**src/hdl/assert_macros.svh**
```systemverilog
// ----------------------------------------------------------------------------
// Assertion macros
// Shared concurrent assertion forms for the SwiGLU dot-product block.
// ----------------------------------------------------------------------------
`ifndef ASSERT_MACROS_SVH
`define ASSERT_MACROS_SVH

// Same-cycle implication, disabled during reset
`define ASSERT_SAME(label, clk, rst, ante, cons, msg) \
   label: assert property (@(posedge clk) disable iff (rst) (ante) |-> (cons)) \
      else $error(msg);

// Next-cycle implication, disabled during reset
`define ASSERT_NEXT(label, clk, rst, ante, cons, msg) \
   label: assert property (@(posedge clk) disable iff (rst) (ante) |=> (cons)) \
      else $error(msg);

`endif

```
**src/hdl/dds_pkg.sv**
```systemverilog
// ----------------------------------------------------------------------------
// dds_pkg
// Types, constants and elaboration-time sigmoid table functions for the
// SwiGLU dual dot-product block.
// ----------------------------------------------------------------------------
`default_nettype none

package dds_pkg;

   // Default sizes
   localparam int DATA_BITS_DEF       = 16;
   localparam int ACC_BITS_DEF        = 48;
   localparam int SIGMOID_ENTRIES_DEF = 256;

   // Fixed-point format
   localparam int FRAC_BITS = 11;
   localparam int GATE_W    = 16;   // clamped gate value, Q.11 in [-8,8)
   localparam int OFF_W     = 15;   // gate value offset into [0,32768)
   localparam int SIG_BITS  = 16;   // sigmoid, unsigned Q0.16
   localparam int SILU_W    = 16;   // SiLU value, Q.11

   localparam logic signed [GATE_W-1:0] GATE_LO = -16'sd16384;
   localparam logic signed [GATE_W-1:0] GATE_HI = 16'sd16383;
   localparam logic signed [GATE_W-1:0] GATE_OFFSET = 16'sd16384;

   localparam logic [63:0] Q62_ONE = 64'd1 << 62;

   // Controller states
   typedef enum logic [9:0] {
      ST_IDLE   = 10'b00_0000_0001,
      ST_MAC    = 10'b00_0000_0010,
      ST_CLAMP  = 10'b00_0000_0100,
      ST_INDEX  = 10'b00_0000_1000,
      ST_LOOKUP = 10'b00_0001_0000,
      ST_SILU   = 10'b00_0010_0000,
      ST_MUL_LO = 10'b00_0100_0000,
      ST_MUL_HI = 10'b00_1000_0000,
      ST_SUM    = 10'b01_0000_0000,
      ST_EMIT   = 10'b10_0000_0000
   } dds_state_type;

   // Controller to datapath
   typedef struct packed {
      logic op_load;
      logic acc_mac;
      logic gate_clamp;
      logic tbl_index;
      logic tbl_read;
      logic silu_mul;
      logic mul_lo;
      logic mul_hi;
      logic val_sum;
      logic emit;
   } dds_cmd_type;

   // Datapath to controller
   typedef struct packed {
      logic op_last;
   } dds_status_type;

   // Restoring division, elaboration use only
   function automatic logic [63:0] udiv64(logic [63:0] n, logic [63:0] d);
      logic [64:0] rem;
      logic [63:0] q;
      int          i;
      rem = '0;
      q   = '0;
      for (i = 63; i >= 0; i--) begin
         rem = {rem[63:0], n[i]};
         if (rem >= {1'b0, d}) begin
            rem  = rem - {1'b0, d};
            q[i] = 1'b1;
         end
      end
      return q;
   endfunction

   // (a*b) >> 62 for Q0.62 operands
   function automatic logic [63:0] mul_q62(logic [63:0] a, logic [63:0] b);
      logic [127:0] p;
      p = {64'd0, a} * {64'd0, b};
      return p[125:62];
   endfunction

   // Sigmoid table entry: sigmoid(-8 + 16*idx/entries) in Q0.16, rounded
   function automatic logic [SIG_BITS-1:0] sig_entry(int unsigned idx,
                                                     int unsigned entries);
      logic [63:0]        pw [16];
      logic [63:0]        term;
      logic [63:0]        sum;
      logic [63:0]        e;
      logic [63:0]        e40;
      logic [63:0]        d;
      logic [63:0]        num;
      logic [63:0]        q;
      logic [63:0]        aj;
      logic signed [63:0] j;
      int                 k;
      int                 b;
      // exp(-1/4096) by Taylor series in Q0.62
      term = Q62_ONE;
      sum  = Q62_ONE;
      for (k = 1; k <= 7; k++) begin
         term = udiv64(term >> 12, 64'(k));
         if ((k % 2) == 1) begin
            sum = sum - term;
         end else begin
            sum = sum + term;
         end
      end
      pw[0] = sum;
      for (b = 1; b < 16; b++) begin
         pw[b] = mul_q62(pw[b-1], pw[b-1]);
      end
      // exp(-|j|/4096) by binary powers
      j  = $signed(udiv64(64'(idx) * 64'd65536, 64'(entries))) - 64'sd32768;
      aj = (j < 0) ? 64'(-j) : 64'(j);
      e  = Q62_ONE;
      for (b = 0; b < 16; b++) begin
         if (aj[b]) begin
            e = mul_q62(e, pw[b]);
         end
      end
      e40 = e >> 22;
      d   = (64'd1 << 40) + e40;
      if (j >= 0) begin
         num = (64'd1 << 56) + (d >> 1);
      end else begin
         num = (e40 << 16) + (d >> 1);
      end
      q = udiv64(num, d);
      return q[SIG_BITS-1:0];
   endfunction

endpackage

`default_nettype wire

```
**src/hdl/dds_ctrl.sv**
```systemverilog
// ----------------------------------------------------------------------------
// dds_ctrl
// Sequencer for the SwiGLU dot-product block: input transfer, accumulate,
// and the finish sequence that turns both sums into one result.
// ----------------------------------------------------------------------------
`default_nettype none

module dds_ctrl
   import dds_pkg::*;
(
   input  wire logic           clock,
   input  wire logic           reset,
   input  wire logic           req_valid,
   output logic                req_ready,
   output logic                rsp_valid,
   input  wire logic           rsp_ready,
   output dds_cmd_type         cmd,
   input  wire dds_status_type status
);

   dds_state_type state_ff;
   dds_state_type state_in;
   logic          rsp_valid_ff;
   logic          rsp_valid_in;
   logic          out_free;

   // Output register can take a new result when empty or draining
   assign out_free  = !rsp_valid_ff || rsp_ready;
   assign req_ready = (state_ff == ST_IDLE);
   assign rsp_valid = rsp_valid_ff;

   // Next state and commands
   always_comb begin
      state_in = state_ff;
      cmd      = '0;
      unique case (state_ff)
         ST_IDLE: begin
            if (req_valid) begin
               cmd.op_load = 1'b1;
               state_in    = ST_MAC;
            end
         end
         ST_MAC: begin
            cmd.acc_mac = 1'b1;
            state_in    = status.op_last ? ST_CLAMP : ST_IDLE;
         end
         ST_CLAMP: begin
            cmd.gate_clamp = 1'b1;
            state_in       = ST_INDEX;
         end
         ST_INDEX: begin
            cmd.tbl_index = 1'b1;
            state_in      = ST_LOOKUP;
         end
         ST_LOOKUP: begin
            cmd.tbl_read = 1'b1;
            state_in     = ST_SILU;
         end
         ST_SILU: begin
            cmd.silu_mul = 1'b1;
            state_in     = ST_MUL_LO;
         end
         ST_MUL_LO: begin
            cmd.mul_lo = 1'b1;
            state_in   = ST_MUL_HI;
         end
         ST_MUL_HI: begin
            cmd.mul_hi = 1'b1;
            state_in   = ST_SUM;
         end
         ST_SUM: begin
            cmd.val_sum = 1'b1;
            state_in    = ST_EMIT;
         end
         ST_EMIT: begin
            if (out_free) begin
               cmd.emit = 1'b1;
               state_in = ST_IDLE;
            end
         end
         default: begin
            state_in = ST_IDLE;
         end
      endcase
   end

   // Set on emit, drop on transfer
   always_comb begin
      if (cmd.emit) begin
         rsp_valid_in = 1'b1;
      end else if (rsp_ready) begin
         rsp_valid_in = 1'b0;
      end else begin
         rsp_valid_in = rsp_valid_ff;
      end
   end

   always_ff @(posedge clock) begin
      if (reset) begin
         state_ff     <= ST_IDLE;
         rsp_valid_ff <= 1'b0;
      end else begin
         state_ff     <= state_in;
         rsp_valid_ff <= rsp_valid_in;
      end
   end

endmodule

`default_nettype wire

```
**src/hdl/dds_datapath.sv**
```systemverilog
// ----------------------------------------------------------------------------
// dds_datapath
// Operand registers, two multiply-accumulators, gate clamp, sigmoid table,
// SiLU and up-sum products, and the saturating result register.
// ----------------------------------------------------------------------------
`default_nettype none

module dds_datapath
   import dds_pkg::*;
#(
   parameter int DATA_BITS       = DATA_BITS_DEF,
   parameter int ACC_BITS        = ACC_BITS_DEF,
   parameter int SIGMOID_ENTRIES = SIGMOID_ENTRIES_DEF
) (
   input  wire logic                        clock,
   input  wire logic                        reset,
   input  wire logic signed [DATA_BITS-1:0] req_activation,
   input  wire logic signed [DATA_BITS-1:0] req_gate_coef,
   input  wire logic signed [DATA_BITS-1:0] req_up_coef,
   input  wire logic                        req_last,
   input  wire dds_cmd_type                 cmd,
   output dds_status_type                   status,
   output logic signed [DATA_BITS-1:0]      rsp_result,
   output logic                             rsp_saturated
);

   localparam int PROD_W = 2 * DATA_BITS;
   localparam int U_W    = ACC_BITS - FRAC_BITS;     // up sum in Q.11
   localparam int H_W    = U_W / 2;                  // low part of up sum
   localparam int UH_W   = U_W - H_W;                // high part of up sum
   localparam int PLO_W  = SILU_W + H_W + 1;
   localparam int PHI_W  = SILU_W + UH_W;
   localparam int VAL_W  = SILU_W + U_W;
   localparam int SH_W   = VAL_W - FRAC_BITS;
   localparam int CMP_W  = ((SH_W > DATA_BITS) ? SH_W : DATA_BITS) + 1;
   localparam int IDX_W  = (SIGMOID_ENTRIES > 1) ? $clog2(SIGMOID_ENTRIES) : 1;
   localparam int IDXR_W = $clog2(SIGMOID_ENTRIES + 1);
   localparam int IDXP_W = OFF_W + IDXR_W;

   // Sigmoid table, built at elaboration
   logic [SIG_BITS-1:0] sig_rom [SIGMOID_ENTRIES];

   for (genvar gi = 0; gi < SIGMOID_ENTRIES; gi++) begin : g_sig_rom
      localparam logic [SIG_BITS-1:0] ENTRY_VAL = sig_entry(gi, SIGMOID_ENTRIES);
      assign sig_rom[gi] = ENTRY_VAL;
   end

   logic signed [DATA_BITS-1:0] op_a_ff;
   logic signed [DATA_BITS-1:0] op_g_ff;
   logic signed [DATA_BITS-1:0] op_u_ff;
   logic                        op_last_ff;
   logic [ACC_BITS-1:0]         gate_acc_ff;
   logic [ACC_BITS-1:0]         gate_acc_in;
   logic [ACC_BITS-1:0]         up_acc_ff;
   logic [ACC_BITS-1:0]         up_acc_in;
   logic signed [GATE_W-1:0]    g_ff;
   logic signed [U_W-1:0]       u_ff;
   logic [IDX_W-1:0]            idx_ff;
   logic [SIG_BITS-1:0]         sig_ff;
   logic signed [31:0]          prod_ff;
   logic signed [PLO_W-1:0]     plo_ff;
   logic signed [PHI_W-1:0]     phi_ff;
   logic signed [VAL_W-1:0]     val_ff;
   logic signed [DATA_BITS-1:0] result_ff;
   logic                        sat_ff;

   logic signed [PROD_W-1:0]    prod_gate;
   logic signed [PROD_W-1:0]    prod_up;
   logic signed [U_W-1:0]       g_full;
   logic signed [GATE_W-1:0]    g_clamp;
   logic [GATE_W-1:0]           g_off;
   logic [IDXP_W-1:0]           idx_prod;
   logic [IDXR_W-1:0]           idx_raw;
   logic [IDX_W-1:0]            idx_in;
   logic signed [32:0]          silu_prod;
   logic signed [SILU_W-1:0]    silu;
   logic signed [PLO_W-1:0]     plo_in;
   logic signed [PHI_W-1:0]     phi_in;
   logic signed [VAL_W-1:0]     val_in;
   logic signed [SH_W-1:0]      val_sh;
   logic signed [CMP_W-1:0]     val_cmp;
   logic signed [CMP_W-1:0]     lim_hi;
   logic signed [CMP_W-1:0]     lim_lo;
   logic signed [DATA_BITS-1:0] result_in;
   logic                        sat_in;

   // Multiply-accumulate, wraps modulo the accumulator width
   assign prod_gate   = op_a_ff * op_g_ff;
   assign prod_up     = op_a_ff * op_u_ff;
   assign gate_acc_in = gate_acc_ff + ACC_BITS'(prod_gate);
   assign up_acc_in   = up_acc_ff + ACC_BITS'(prod_up);

   // Floor shift to Q.11 and clamp gate to [-8,8)
   assign g_full = $signed(gate_acc_ff[ACC_BITS-1:FRAC_BITS]);
   always_comb begin
      if (g_full < GATE_LO) begin
         g_clamp = GATE_LO;
      end else if (g_full > GATE_HI) begin
         g_clamp = GATE_HI;
      end else begin
         g_clamp = g_full[GATE_W-1:0];
      end
   end

   // Table index from the offset gate value
   assign g_off    = g_ff + GATE_OFFSET;
   assign idx_prod = IDXP_W'(g_off[OFF_W-1:0]) * IDXP_W'(SIGMOID_ENTRIES);
   assign idx_raw  = idx_prod[IDXP_W-1:OFF_W];
   always_comb begin
      if (idx_raw >= IDXR_W'(SIGMOID_ENTRIES)) begin
         idx_in = IDX_W'(SIGMOID_ENTRIES - 1);
      end else begin
         idx_in = idx_raw[IDX_W-1:0];
      end
   end

   // SiLU = gate * sigmoid >> 16, then two partial products with the up sum
   assign silu_prod = g_ff * $signed({1'b0, sig_ff});
   assign silu      = prod_ff[31:16];
   assign plo_in    = silu * $signed({1'b0, u_ff[H_W-1:0]});
   assign phi_in    = silu * $signed(u_ff[U_W-1:H_W]);
   assign val_in    = (VAL_W'(phi_ff) <<< H_W) + VAL_W'(plo_ff);

   // Floor shift to Q.11 and saturate to the result width
   assign val_sh  = val_ff[VAL_W-1:FRAC_BITS];
   assign val_cmp = CMP_W'(val_sh);
   assign lim_hi  = $signed({{(CMP_W-DATA_BITS+1){1'b0}}, {(DATA_BITS-1){1'b1}}});
   assign lim_lo  = ~lim_hi;
   always_comb begin
      if (val_cmp > lim_hi) begin
         result_in = lim_hi[DATA_BITS-1:0];
         sat_in    = 1'b1;
      end else if (val_cmp < lim_lo) begin
         result_in = lim_lo[DATA_BITS-1:0];
         sat_in    = 1'b1;
      end else begin
         result_in = val_cmp[DATA_BITS-1:0];
         sat_in    = 1'b0;
      end
   end

   // Accumulators: add on each item, clear once the sums are taken
   always_ff @(posedge clock) begin
      if (reset) begin
         gate_acc_ff <= '0;
         up_acc_ff   <= '0;
      end else if (cmd.acc_mac) begin
         gate_acc_ff <= gate_acc_in;
         up_acc_ff   <= up_acc_in;
      end else if (cmd.gate_clamp) begin
         gate_acc_ff <= '0;
         up_acc_ff   <= '0;
      end
   end

   // Payload registers, each loaded in its own step
   always_ff @(posedge clock) begin
      if (cmd.op_load) begin
         op_a_ff    <= req_activation;
         op_g_ff    <= req_gate_coef;
         op_u_ff    <= req_up_coef;
         op_last_ff <= req_last;
      end
      if (cmd.gate_clamp) begin
         g_ff <= g_clamp;
         u_ff <= $signed(up_acc_ff[ACC_BITS-1:FRAC_BITS]);
      end
      if (cmd.tbl_index) begin
         idx_ff <= idx_in;
      end
      if (cmd.tbl_read) begin
         sig_ff <= sig_rom[idx_ff];
      end
      if (cmd.silu_mul) begin
         prod_ff <= silu_prod[31:0];
      end
      if (cmd.mul_lo) begin
         plo_ff <= plo_in;
      end
      if (cmd.mul_hi) begin
         phi_ff <= phi_in;
      end
      if (cmd.val_sum) begin
         val_ff <= val_in;
      end
      if (cmd.emit) begin
         result_ff <= result_in;
         sat_ff    <= sat_in;
      end
   end

   assign status.op_last = op_last_ff;
   assign rsp_result     = result_ff;
   assign rsp_saturated  = sat_ff;

endmodule

`default_nettype wire

```
**src/hdl/dual_dot_product_swiglu.sv**
```systemverilog
// ----------------------------------------------------------------------------
// dual_dot_product_swiglu
// Streaming SwiGLU unit: two exact dot products (gate and up) over Q4.11
// elements, then SiLU(gate) * up, saturated, on the element marked last.
// ----------------------------------------------------------------------------
//
//   Channel   Direction  Handshake            Payload
//   req_      in         req_valid/req_ready  activation, gate_coef, up_coef, last
//   rsp_      out        rsp_valid/rsp_ready  result, saturated
//
// An element without last passes through the transfer and one multiply-add
// into both accumulators, and no new element is taken before that is done.
// An element with last passes through the transfer, multiply-add, clamp,
// table index, table read, SiLU multiply, two partial products of SiLU and
// the up sum, sum, then saturate into the output register once it is free.
// The nine steps after the transfer, run by one controller, set the rate of
// the last element of each dot product.
// Reset (synchronous) clears both accumulators and the result valid flag.
// A result waiting on rsp_ready holds in the output register while new
// elements keep being taken; only the next emit waits for it to drain.
// ----------------------------------------------------------------------------
`default_nettype none
`include "assert_macros.svh"

module dual_dot_product_swiglu
   import dds_pkg::*;
#(
   parameter int DATA_BITS       = DATA_BITS_DEF,
   parameter int ACC_BITS        = ACC_BITS_DEF,
   parameter int SIGMOID_ENTRIES = SIGMOID_ENTRIES_DEF
) (
   input  wire logic                        clock,
   input  wire logic                        reset,
   input  wire logic                        req_valid,
   output logic                             req_ready,
   input  wire logic signed [DATA_BITS-1:0] req_activation,
   input  wire logic signed [DATA_BITS-1:0] req_gate_coef,
   input  wire logic signed [DATA_BITS-1:0] req_up_coef,
   input  wire logic                        req_last,
   output logic                             rsp_valid,
   input  wire logic                        rsp_ready,
   output logic signed [DATA_BITS-1:0]      rsp_result,
   output logic                             rsp_saturated
);

   dds_cmd_type    dp_cmd;
   dds_status_type dp_status;
   logic           req_transfer;

   // Sequencer
   dds_ctrl u_ctrl (
      .clock     (clock),
      .reset     (reset),
      .req_valid (req_valid),
      .req_ready (req_ready),
      .rsp_valid (rsp_valid),
      .rsp_ready (rsp_ready),
      .cmd       (dp_cmd),
      .status    (dp_status)
   );

   // Arithmetic and storage
   dds_datapath #(
      .DATA_BITS       (DATA_BITS),
      .ACC_BITS        (ACC_BITS),
      .SIGMOID_ENTRIES (SIGMOID_ENTRIES)
   ) u_datapath (
      .clock          (clock),
      .reset          (reset),
      .req_activation (req_activation),
      .req_gate_coef  (req_gate_coef),
      .req_up_coef    (req_up_coef),
      .req_last       (req_last),
      .cmd            (dp_cmd),
      .status         (dp_status),
      .rsp_result     (rsp_result),
      .rsp_saturated  (rsp_saturated)
   );

   assign req_transfer = req_valid && req_ready;

   // Checks on the sequencer
   `ASSERT_SAME(a_cmd_onehot, clock, reset, 1'b1, $onehot0(dp_cmd), "two datapath steps at once")
   `ASSERT_NEXT(a_transfer_mac, clock, reset, req_transfer, dp_cmd.acc_mac, "transfer not accumulated")
   `ASSERT_NEXT(a_emit_valid, clock, reset, dp_cmd.emit, rsp_valid, "emitted result not presented")
   `ASSERT_NEXT(a_emit_ready, clock, reset, dp_cmd.emit, req_ready, "input not reopened after emit")

endmodule

`default_nettype wire
```
**config.mk**
```make
export PLATFORM = sky130hd
export DESIGN_NAME = dual_dot_product_swiglu
export DESIGN_NICKNAME = d
export VERILOG_FILES = /design/src/hdl/dds_pkg.sv /design/src/hdl/dds_ctrl.sv /design/src/hdl/dds_datapath.sv /design/src/hdl/dual_dot_product_swiglu.sv
export VERILOG_INCLUDE_DIRS = /design/src /design/src/hdl
export SDC_FILE = /design/constraint.sdc
export NUM_CORES = 2
export LEC_CHECK = 0
export BUFFER_PORTS_ARGS = -buffer_cell sky130_fd_sc_hd__buf_2
export CELL_PAD_IN_SITES_DETAIL_PLACEMENT = 1
export CELL_PAD_IN_SITES_GLOBAL_PLACEMENT = 2
export CORE_ASPECT_RATIO = 0.75
export CORE_MARGIN = 2
export CORE_UTILIZATION = 30
export CTS_BUF_LIST = sky130_fd_sc_hd__clkbuf_4 sky130_fd_sc_hd__clkbuf_8
export CTS_CLUSTER_SIZE = 40
export DETAILED_ROUTE_END_ITERATION = 7
export PLACE_DENSITY_LB_ADDON = 0.1
export RECOVER_POWER = 25
export SYNTH_ARGS = -nofsm -noshare
export SYNTH_HDL_FRONTEND = slang
export SYNTH_SLANG_ARGS = --single-unit
```
**constraint.sdc**
```tcl
create_clock -name clock -period 17.45 [get_ports clock]
set_input_delay 4.3625 -clock clock [delete_from_list [all_inputs] [get_ports clock]]
set_output_delay 4.3625 -clock clock [all_outputs]
set_load 0.01 [all_outputs]
```
==> results_dict.tcl <==
set metrics [dict create \
    ys_seq_elements 367 \
    firstDrtPassIters 5 \
    drive_above_1_share 0.0431 \
    violations "capacitance limit, slew limit" \
    ant_nets 0 \
    critPathMaxFanout 32 \
    finalSetupViolations 0 \
    vias 52300 \
    min_period_ns 9.86 \
    path_class "reg2reg" \
    yosysWarningCount 0 \
    cts.path.max_buffers 3 \
    drtIter0Drc 2624 \
    die_h_um 422 \
    async_flop_share 0 \
    numCtsBuffers 78 \
    max_slew_margin -0.787 \
    clkLatencyLatePin_ns 0.83 \
    setup.worst_path.end_class "flip-flop" \
    io-pin-count 72 \
    cts_num_sinks 367 \
    wirelength_um 230000 \
    die_w_um 561 \
    status "complete, but fails checks" \
    htreeDepth 3 \
    final.period_utilization 0.565 \
    grt_usage 0.196 \
    gp_congestion 0.857 \
    seq_area_frac_synth 0.142 \
    seq_area_um2 9950 \
    antenna_found_initial 20 \
    crit_path_start_kind "flip-flop" \
    synth_cells 7669 \
    cts_tree "yes" \
    drv_slew 100 \
    cts-resized-gates 0 \
    fin_skew_ns 0.0644 \
    max_slew.worst_pin.slew_ns 2.68 \
    cp.arrival_ns 10.58 \
    dpl.hpwl_um 180000 \
    fmax_mhz 101 \
    portBuffers 71 \
    slowest_stage "xnor2_2" \
    coreArea_um2 232000 \
    fillCellCount 26900 \
    final_area_um2 75200 \
    cts_setup_buffers 0 \
    drc 0 \
    clock-root-buffer "clkbuf_8" \
    die_area_um2 237000 \
    netlist-cell-type-count 85 \
    avgSynthCellArea_um2 9.11 \
    hold_class "reg2reg" \
    max_stage_delay_ns 0.84 \
    start_util 0.302 \
    rsz0062_at_grt "false" \
    synth_edf_count 260 \
    worstPathRequired_ns 18.17 \
    synth_common_cells "1443 x inv_1, 1245 x fa_1, 952 x nand2_1" \
    routed_via_density 4.87 \
    first_global_vias 56900 \
    place_area_um2 73600 \
    nNetsFinal 9509 \
    synth_ff_type "edfxtp_1" \
    placementRows 153 \
    syn-num-nets 9605 \
    yosys-top-cells-area "fa_1 36%, ha_1 11%, edfxtp_1 11%" \
    finalHoldViolCount 0 \
    finalSetupTns_ns 0 \
    grt-ovfl-total 0 \
    crit_top_cell "a21oi_1" \
    grt_max_degree 155 \
    clk_pin_slew_ns 0.06 \
    area.growth.synth_to_final_pct 7.68 \
    netlist.area_leader.share 0.357 \
    postCtsHoldBufs 0 \
    synth_top_area_cell "fa_1" \
    postLayoutCoreUtil 0.325 \
    post_drt_wl_per_cell_um 21.4 \
    syn_area_um2 69900 \
    grt_pass1_wl_um 358000 \
    multi_input_area_um2 53200 \
    cap_violations 3 \
    yosysMostFrequentCell "inv_1" \
]
-- kinds of logic (layout without fill, tap and decap cells) --
kind of cell | count (synthesis) | in the layout | synth area share
and+or+nand+nor | 2297 | 2297 | 0.157
AOI/OAI and AO/OA | 1063 | 1063 | 0.0987
xor gates and xnor gates | 256 | 256 | 0.0321
muxes | 11 | 11 | 0.00211
DFF | 367 | 367 | 0.142
adders and majority gates | 1883 | 1883 | 0.471
buffers and inverters | 1792 | 1756 | 0.0963
other | 0 | 5 | 0
-- worst max-delay path: cells and delay by family (launching register included) --
family,cells,cell delay [ns]
compound gates,17,3.52
simple gates,3,0.36
xor+xnor,2,1.05
flops,1,0.33
buf+inv,4,0.58
fa+ha+maj,8,3.90
-- sequential cells by signal, indices dropped and copies added (netlist names), 24 cells and up --
register	flops
u_datapath.u_ff	37
u_datapath.gate_acc_ff	48
u_datapath.phi_ff	35
u_datapath.plo_ff	24
u_datapath.up_acc_ff	48
u_datapath.val_ff	42
-- layer usage --
metal	vias up	wire length [um]	global-route usage
li1	24000	-	-
met1	27500	119000	0.304
met2	666	100000	0.297
met3	156	7660	0.0208
met4	2	2880	0.0296
met5	-	13	0
-- layout make-up --
cell class / instances / share of cell area
multi-input cells: 5510 / 0.708
flip-flops and latches: 367 / 0.132
inverters: 1445 / 0.0721
well taps: 3100 / 0.0516
clock buffers: 106 / 0.0179
repair buffers: 171 / 0.0143
clock inverters: 34 / 0.00407
diodes: 5 / 0.000166
-- final timing paths --
check | slack [ns] | depth (start not counted) | to | from
hold reg to reg | 0.41 | 0 | u_datapath.val_ff[15]$_DFFE_PP_ | u_datapath.plo_ff[15]$_DFFE_PP_
setup / recovery | 7.59 | 34 | u_datapath.gate_acc_ff[47]$_SDFFE_PP0P_ | u_datapath.op_a_ff[11]$_DFFE_PP_
setup reg to reg | 7.59 | 34 | u_datapath.gate_acc_ff[47]$_SDFFE_PP0P_ | u_datapath.op_a_ff[11]$_DFFE_PP_
hold / removal | 0.41 | 0 | u_datapath.val_ff[15]$_DFFE_PP_ | u_datapath.plo_ff[15]$_DFFE_PP_
-- placed cells by master (no fill, tap or decap), types with 164 or more instances in the layout --
| master | instances |
|---|---|
| inv_1 | 1442 |
| fa_1 | 1245 |
| nand2_1 | 952 |
| ha_1 | 638 |
| and2_1 | 566 |
| nor2_1 | 366 |
| a21oi_1 | 300 |
| edfxtp_1 | 260 |
| xnor2_1 | 186 |
| o21ai_0 | 164 |
-- per-stage QoR --
| stage | worst slack, ns | hold WS, ns | instances |
|---|---|---|---|
| floorplan | 8.45 | 0.400 | 7669 |
| global placement | 7.54 | 0.409 | 10600 |
| detailed placement | 7.56 | 0.408 | 10600 |
| CTS | 7.56 | 0.420 | 10700 |
| global route | 6.74 | 0.432 | 10700 |
| finish | 7.59 | 0.415 | 10700 |
Power is left out: the tool's default activity adds up to more than one toggle a clock period on the data nets, which glitch-free logic cannot reach.
